[config.mk]
export PLATFORM = sky130hd
export DESIGN_NAME = sjf_nonpreemptive_scheduler_core
export DESIGN_NICKNAME = d
export VERILOG_FILES = /design/src/rtl/core/sjf_pkg.sv /design/src/rtl/core/sjf_nonpreemptive_scheduler_core.sv
export SDC_FILE = /design/constraint.sdc
export NUM_CORES = 1
export LEC_CHECK = 0
export BUFFER_PORTS_ARGS = -buffer_cell sky130_fd_sc_hd__buf_2
export CAP_MARGIN = 5
export CELL_PAD_IN_SITES_DETAIL_PLACEMENT = 0
export CELL_PAD_IN_SITES_GLOBAL_PLACEMENT = 1
export CORE_MARGIN = 3
export CORE_UTILIZATION = 35
export DETAILED_ROUTE_END_ITERATION = 10
export PLACE_DENSITY = 0.59
export SYNTH_ARGS = -nofsm -noshare
export SYNTH_HDL_FRONTEND = slang
export SYNTH_SLANG_ARGS = --single-unit
[constraint.sdc]
create_clock -name clk -period 5.31 [get_ports clk]
set_input_delay 0.7965 -clock clk [delete_from_list [all_inputs] [get_ports clk]]
set_output_delay 0.7965 -clock clk [all_outputs]
set_load 0.005 [all_outputs]
[src/rtl/core/sjf_pkg.sv]
package sjf_pkg;

    localparam int MAX_JOBS_DEF = 16;
    localparam int RESULT_LIMIT = 16;
    localparam int DATA_W       = 16;
    localparam int TIME_W       = 21;
    localparam int JOB_INDEX_W  = 4;

    typedef enum logic [1:0] {
        ST_IDLE,
        ST_SCAN,
        ST_FLUSH,
        ST_DECIDE
    } sjf_state_t;

endpackage

[src/rtl/core/sjf_nonpreemptive_scheduler_core.sv]
// non-preemptive shortest-job-first scheduler
// input channel: a job transaction is taken on a rising edge with start high and
// busy low; arrival_time and burst_time go into the next free slot in load order.
// up to min(MAX_JOBS, 16) jobs are kept, later ones are dropped.
// a transaction with last_job set (stored or dropped) starts the run and raises busy.
// each pick reads every stored job once through a single read port and one compare
// unit: a scan state steps through the stored jobs, a flush state drains the read
// register and a decide state makes the pick. when no pending job has arrived, the
// clock jumps to the earliest pending arrival and the scan is repeated.
// result channel: each schedule entry is shown for exactly one cycle with
// result_valid high, in the cycle after its pick; last_entry marks the final one.
// the receiver cannot stall; every strobed entry counts as delivered.
// busy drops together with the final strobe, and the batch state is already
// cleared then, so the next load may start in that same cycle.
// reset empties the batch: job count, clock and finished flags go to zero.
module sjf_nonpreemptive_scheduler_core #(
    parameter int MAX_JOBS = sjf_pkg::MAX_JOBS_DEF
) (
    input  logic                           clk,
    input  logic                           rst_n,
    input  logic                           start,
    output logic                           busy,
    input  logic [sjf_pkg::DATA_W-1:0]      arrival_time,
    input  logic [sjf_pkg::DATA_W-1:0]      burst_time,
    input  logic                           last_job,
    output logic                           result_valid,
    output logic [sjf_pkg::JOB_INDEX_W-1:0] job_index,
    output logic [sjf_pkg::TIME_W-1:0]      start_time,
    output logic [sjf_pkg::TIME_W-1:0]      finish_time,
    output logic [sjf_pkg::TIME_W-1:0]      turnaround,
    output logic [sjf_pkg::TIME_W-1:0]      waiting,
    output logic                           last_entry
);
    import sjf_pkg::*;

    localparam int CAP   = (MAX_JOBS < RESULT_LIMIT) ? MAX_JOBS : RESULT_LIMIT;
    localparam int IDX_W = $clog2(CAP);
    localparam int CNT_W = $clog2(CAP + 1);

    sjf_state_t state_reg, state_next;

    logic [DATA_W-1:0] arrival_mem [CAP];
    logic [DATA_W-1:0] burst_mem   [CAP];

    logic [CAP-1:0]    done_reg;
    logic [CNT_W-1:0]  count_reg;
    logic [CNT_W-1:0]  produced_reg;
    logic [TIME_W-1:0] time_reg;
    logic [IDX_W-1:0]  scan_idx_reg;

    logic              rd_valid_reg;
    logic [IDX_W-1:0]  rd_idx_reg;
    logic [DATA_W-1:0] rd_arr_reg;
    logic [DATA_W-1:0] rd_burst_reg;

    logic              best_valid_reg;
    logic [IDX_W-1:0]  best_idx_reg;
    logic [DATA_W-1:0] best_arr_reg;
    logic [DATA_W-1:0] best_burst_reg;
    logic [DATA_W-1:0] min_pend_reg;

    logic              strobe_reg;

    logic              accept;
    logic              store_ok;
    logic              scan_last;
    logic              scan_begin;
    logic              emit;
    logic              run_end;
    logic              pending;
    logic              eligible;
    logic              better;
    logic [TIME_W-1:0] finish_calc;

    assign accept   = start && (state_reg == ST_IDLE);
    assign store_ok = count_reg < CNT_W'(CAP);
    assign scan_last = scan_idx_reg == IDX_W'(count_reg - CNT_W'(1));

    // compare unit on the job coming out of the read register
    assign pending  = rd_valid_reg && !done_reg[rd_idx_reg];
    assign eligible = pending && (TIME_W'(rd_arr_reg) <= time_reg);
    assign better   = !best_valid_reg || (rd_burst_reg < best_burst_reg) ||
                      ((rd_burst_reg == best_burst_reg) && (rd_arr_reg < best_arr_reg));

    assign finish_calc = time_reg + TIME_W'(best_burst_reg);

    // next state
    always_comb
    begin
        state_next = state_reg;
        unique case (state_reg)
            ST_IDLE:
            begin
                if (accept && last_job)
                    state_next = ST_SCAN;
            end
            ST_SCAN:
            begin
                if (scan_last)
                    state_next = ST_FLUSH;
            end
            ST_FLUSH:
                state_next = ST_DECIDE;
            ST_DECIDE:
            begin
                if (best_valid_reg && (produced_reg + CNT_W'(1) == count_reg))
                    state_next = ST_IDLE;
                else
                    state_next = ST_SCAN;
            end
            default:
                state_next = ST_IDLE;
        endcase
    end

    // control outputs
    always_comb
    begin
        busy       = 1'b1;
        scan_begin = 1'b0;
        emit       = 1'b0;
        run_end    = 1'b0;
        unique case (state_reg)
            ST_IDLE:
            begin
                busy       = 1'b0;
                scan_begin = accept && last_job;
            end
            ST_SCAN, ST_FLUSH:
                ;
            ST_DECIDE:
            begin
                emit       = best_valid_reg;
                run_end    = best_valid_reg && (produced_reg + CNT_W'(1) == count_reg);
                scan_begin = !run_end;
            end
            default:
                busy = 1'b1;
        endcase
    end

    always_ff @(posedge clk or negedge rst_n)
    begin
        if (!rst_n)
        begin
            state_reg      <= ST_IDLE;
            done_reg       <= '0;
            count_reg      <= '0;
            produced_reg   <= '0;
            time_reg       <= '0;
            scan_idx_reg   <= '0;
            rd_valid_reg   <= 1'b0;
            best_valid_reg <= 1'b0;
            strobe_reg     <= 1'b0;
        end
        else
        begin
            state_reg    <= state_next;
            rd_valid_reg <= (state_reg == ST_SCAN);
            strobe_reg   <= emit;

            if (accept && store_ok)
                count_reg <= count_reg + CNT_W'(1);

            if (state_reg == ST_SCAN)
                scan_idx_reg <= scan_idx_reg + IDX_W'(1);
            if (scan_begin)
                scan_idx_reg <= '0;

            if (eligible && better)
                best_valid_reg <= 1'b1;
            if (scan_begin)
                best_valid_reg <= 1'b0;

            // no arrived job: jump to the earliest pending arrival and rescan
            if ((state_reg == ST_DECIDE) && !best_valid_reg)
                time_reg <= TIME_W'(min_pend_reg);

            if (emit)
            begin
                time_reg               <= finish_calc;
                done_reg[best_idx_reg] <= 1'b1;
                produced_reg           <= produced_reg + CNT_W'(1);
            end

            if (run_end)
            begin
                done_reg     <= '0;
                count_reg    <= '0;
                produced_reg <= '0;
                time_reg     <= '0;
            end
        end
    end

    // job store and its registered read port
    always_ff @(posedge clk)
    begin
        if (accept && store_ok)
        begin
            arrival_mem[IDX_W'(count_reg)] <= arrival_time;
            burst_mem[IDX_W'(count_reg)]   <= burst_time;
        end
        rd_arr_reg   <= arrival_mem[scan_idx_reg];
        rd_burst_reg <= burst_mem[scan_idx_reg];
        rd_idx_reg   <= scan_idx_reg;
    end

    // running best and earliest pending arrival
    always_ff @(posedge clk)
    begin
        if (eligible && better)
        begin
            best_idx_reg   <= rd_idx_reg;
            best_arr_reg   <= rd_arr_reg;
            best_burst_reg <= rd_burst_reg;
        end
        if (pending && (rd_arr_reg < min_pend_reg))
            min_pend_reg <= rd_arr_reg;
        if (scan_begin)
            min_pend_reg <= '1;
    end

    // schedule entry register
    always_ff @(posedge clk)
    begin
        if (emit)
        begin
            job_index   <= JOB_INDEX_W'(best_idx_reg);
            start_time  <= time_reg;
            finish_time <= finish_calc;
            turnaround  <= finish_calc - TIME_W'(best_arr_reg);
            waiting     <= time_reg - TIME_W'(best_arr_reg);
            last_entry  <= run_end;
        end
    end

    assign result_valid = strobe_reg;

`ifndef NO_ASSERTIONS
    a_strobe_after_busy: assert property (@(posedge clk) disable iff (!rst_n)
        result_valid |-> $past(busy))
        else $error("result strobe without a run in progress");

    a_last_ends_run: assert property (@(posedge clk) disable iff (!rst_n)
        (result_valid && last_entry) |-> !busy)
        else $error("final entry shown while still busy");

    a_produced_bound: assert property (@(posedge clk) disable iff (!rst_n)
        (state_reg != ST_IDLE) |-> (produced_reg < count_reg))
        else $error("more entries produced than jobs stored");

    a_batch_cleared: assert property (@(posedge clk) disable iff (!rst_n)
        (result_valid && last_entry) |-> (count_reg == '0))
        else $error("batch state not cleared after the final entry");
`endif

endmodule
==> run metrics <==
core area=0.0873 sq mm; Peak VDD IR=roughly 0.00036 V; crit path launch type=flip-flop; f_max=215 MHz; register area share after synthesis=0.697; area of the multi-input gates=approximately 0.0089 sq mm; Ports=~130; status=finished, final reports clean; initial antenna violation count=9; worst-case reg-to-reg path depth=16; max capacitance violation total=0; Reg area=0.0216 sq mm; r2r startpoint=time_reg[0]; Crit path required time=5.68 ns; Synth Cell Area=0.0310 sq mm; critical path's slowest cell=o41a_1; die area=0.0921 sq mm; initial DRC count=1,233; crit path DAT=5.03 ns; Mapped Nets=1,890; CTS Buf Count=85; dpl cell area=0.0331 sq mm; clk sink count=around 750; Critical Path Most Common Cell=a21oi_1; first-pass GRT wire length=111 mm; R2R setup slack=about 0.66 ns; final WL=~74 mm; Initial Util=0.355; # fillers=7,910; Post-CTS Resized=0; DRC=0; H-tree level count=3; die width=303 um; Setup TNS=0 ns; drt via density=a little over 5; CP Capture Type=flip-flop; Nets=just over 2,000; # hold bufs at CTS=0; row cnt=108; Post-synth EDFFs=637; Worst-Skew Late Latency=0.66 ns; 1st-pass router iterations=4; Final WS setup=approximately 0.66 ns; Unique masters post-synth=78; all-layer global routing usage=0.162; Leakage=12.8 nW; Gate Count Post-Synth=1,730; average size of a mapped cell=17.9 sq um; max incr delay on CP=0.46 ns; reg-to-reg endpoint=turnaround[19]; CTS tree=done; clock buffer depth=3; Final Max Tran Viols=0; biggest regs=arrival_mem (256), burst_mem (256); Top FF cell, synth=edfxtp_1; share of post-route cells with drive strength above 1=0.241; YS warnings=0; register bit total from synthesis=around 750; critical path fanouts, max=4; Power Density=between 600 and 700 mW/mm^2; final period utilization=0.876; GP Congestion=0.814; design area=0.0359 sq mm; Rel. slew slack=0.290; number of global-route vias before repair=17,000; Tmin final=4.65 ns; critical path, cell by cell=ha_1 -> fa_1 -> a21oi_1 -> o21ai_0 -> a21oi_1 -> xnor2_1 -> ha_1 -> o21a_1 -> o2111ai_1 -> a31oi_1 -> o41a_1 -> o31ai_1 -> a21oi_1 -> nor3_2 -> nand3_1 -> xnor2_1; Worst Max-Slew Pin Slew=1.07 ns; Hold Path Class=primary input to async pin; Place WS=0.609 ns; Root Buffer=clkbuf_16; clock-pin slew on the worst setup and hold paths=0.06 ns; detailed placer's ending HPWL=46.0 mm; # setup viols final=0; final hold vios=0; post-CTS setup buffer count=0; die height=303 um; P&R area growth vs syn=15.9%; Async S/R FF share, synth=0.0752; largest net degree at the start of global routing=63; Antenna Violating Nets Remaining=0; gr ovfl total=0; via count=16,000; IO Port Bufs=126; Worst Clk Skew=0.0289 ns; RSZ-0062 raised after global routing=false; Crit Path Class=flip-flop to flip-flop; Wirelength per Cell=roughly 23 um
-- through the flow --
| step | hold WS, ns | util | total power, mW | cells |
|---|---|---|---|---|
| floorplan | 0.345 | - | 14.9 | 1730 |
| global placement | 0.439 | 0.379 | 17.5 | 2983 |
| detailed placement | 0.442 | 0.379 | 17.6 | 2983 |
| CTS | 0.339 | 0.411 | 23.5 | 3141 |
| global route | 0.350 | 0.411 | 24.7 | 3141 |
| finish | 0.325 | 0.411 | 23.1 | 3142 |
-- synthesized netlist by cell type, types with 3 or more instances --
| cell | number | area, sq um |
|---|---|---|
| a2111oi_0 | 4 | 35.0 |
| a211o_1 | 4 | 35.0 |
| a211oi_1 | 7 | 52.6 |
| a21o_1 | 17 | 128 |
| a21oi_1 | 57 | 285 |
| a31oi_1 | 9 | 56.3 |
| and2_1 | 11 | 68.8 |
| and3_1 | 10 | 62.6 |
| buf_1 | 17 | 63.8 |
| buf_2 | 4 | 20.0 |
| clkbuf_1 | 32 | 120 |
| dfrtp_1 | 56 | 1400 |
| dfxtp_1 | 52 | 1040 |
| edfxtp_1 | 637 | 19100 |
| fa_1 | 3 | 60.1 |
| ha_1 | 121 | 1510 |
| inv_1 | 88 | 330 |
| mux2i_1 | 25 | 250 |
| mux4_1 | 4 | 105 |
| mux4_2 | 161 | 3630 |
| nand2_1 | 66 | 248 |
| nand2b_1 | 13 | 81.3 |
| nand3_1 | 18 | 90.1 |
| nand4_1 | 5 | 31.3 |
| nand4b_1 | 3 | 26.3 |
| nor2_1 | 60 | 225 |
| nor2b_1 | 13 | 81.3 |
| nor3_1 | 16 | 80.1 |
| nor3b_1 | 4 | 30.0 |
| o2111ai_1 | 3 | 26.3 |
| o211ai_1 | 3 | 22.5 |
| o21a_1 | 20 | 150 |
| o21ai_0 | 46 | 230 |
| o21bai_1 | 3 | 22.5 |
| o22ai_1 | 15 | 93.8 |
| o2bb2ai_1 | 3 | 26.3 |
| o31a_1 | 4 | 35.0 |
| o31ai_1 | 6 | 45.0 |
| or2_2 | 3 | 18.8 |
| xnor2_1 | 42 | 368 |
| xor2_1 | 20 | 175 |
-- cell families after synthesis --
logic type                 Yosys count  share of synthesized area
AOI/OAI and AO/OA                  233                     0.0510
xor gates and xnor gates            63                     0.0181
adders and majority gates          124                     0.0508
buffers and inverters              143                     0.0183
DFF                                745                      0.697
muxes                              190                      0.129
and+or+nand+nor                    232                     0.0364
-- area by class of cell --
type,instances,share of cell area
diodes,1,0.0000698
clock buffers,107,0.0622
clock inverters,51,0.0155
inverters,88,0.00928
multi-input cells,842,0.247
flip-flops and latches,745,0.602
well taps,1155,0.0403
repair buffers,153,0.0239
-- how the worst max path moves through the flow --
stage / to / slack (ns) / cells after the start / startpoint
floorplan: best_arr_reg[0] / 1.02 / 11 / best_burst_reg[1]
global placement: turnaround[19] / 0.69 / 16 / time_reg[0]
detailed placement: turnaround[19] / 0.61 / 16 / time_reg[0]
CTS: turnaround[19] / 0.60 / 16 / time_reg[0]
global route: turnaround[19] / 0.28 / 16 / time_reg[0]
finish: turnaround[19] / 0.66 / 16 / time_reg[0]
-- placed cells by master, fill, tap and decap left out, types with 7 or more instances in the layout --
master | Yosys | layout
bufinv_16 | 0 | 8
dfrtp_1 | 56 | 52
o21ai_0 | 46 | 46
nand2b_1 | 13 | 13
o22ai_1 | 15 | 15
xnor2_1 | 42 | 42
ha_1 | 121 | 121
clkbuf_1 | 32 | 20
nor2b_1 | 13 | 13
a21o_1 | 17 | 17
buf_2 | 4 | 126
nor2_1 | 60 | 60
edfxtp_1 | 637 | 637
a21oi_1 | 57 | 57
clkinv_2 | 0 | 18
buf_4 | 0 | 25
o21a_1 | 20 | 20
xor2_1 | 20 | 20
clkbuf_16 | 0 | 85
inv_1 | 88 | 87
clkinv_1 | 0 | 14
mux4_2 | 161 | 161
and3_2 | 0 | 7
nor3_1 | 16 | 15
nand3_1 | 18 | 18
mux2i_1 | 25 | 25
dfxtp_1 | 52 | 52
a211oi_1 | 7 | 7
a31oi_1 | 9 | 8
nand2_1 | 66 | 66
-- critical path, delay by kind of cell, from the launching register on --
| kind | cells | cell delay [ns] |
|---|---|---|
| flip-flops | 1 | 0.41 |
| adder cells (fa/ha/maj) | 3 | 0.99 |
| XOR/XNOR | 2 | 0.34 |
| AND/OR/NAND/NOR | 2 | 0.32 |
| AO/OA/AOI/OAI | 9 | 2.33 |
-- metal layers --
| layer | track usage | wire length (um) | vias to the layer above |
|---|---|---|---|
| met1 | 0.216 | 32500 | 8360 |
| met3 | 0.0286 | 3000 | 111 |
| met4 | 0.0410 | 1540 | 8 |
| li1 | - | - | 7252 |
| met5 | 0 | 47 | - |
| met2 | 0.277 | 36700 | 317 |
-- where the power goes --
part | internal, mW | switching [mW]
Combinational | 3.94 | 4.80
Sequential | 7.77 | 0.812
Clock | 3.40 | 2.41
Power figures use the tool's default switching activity.
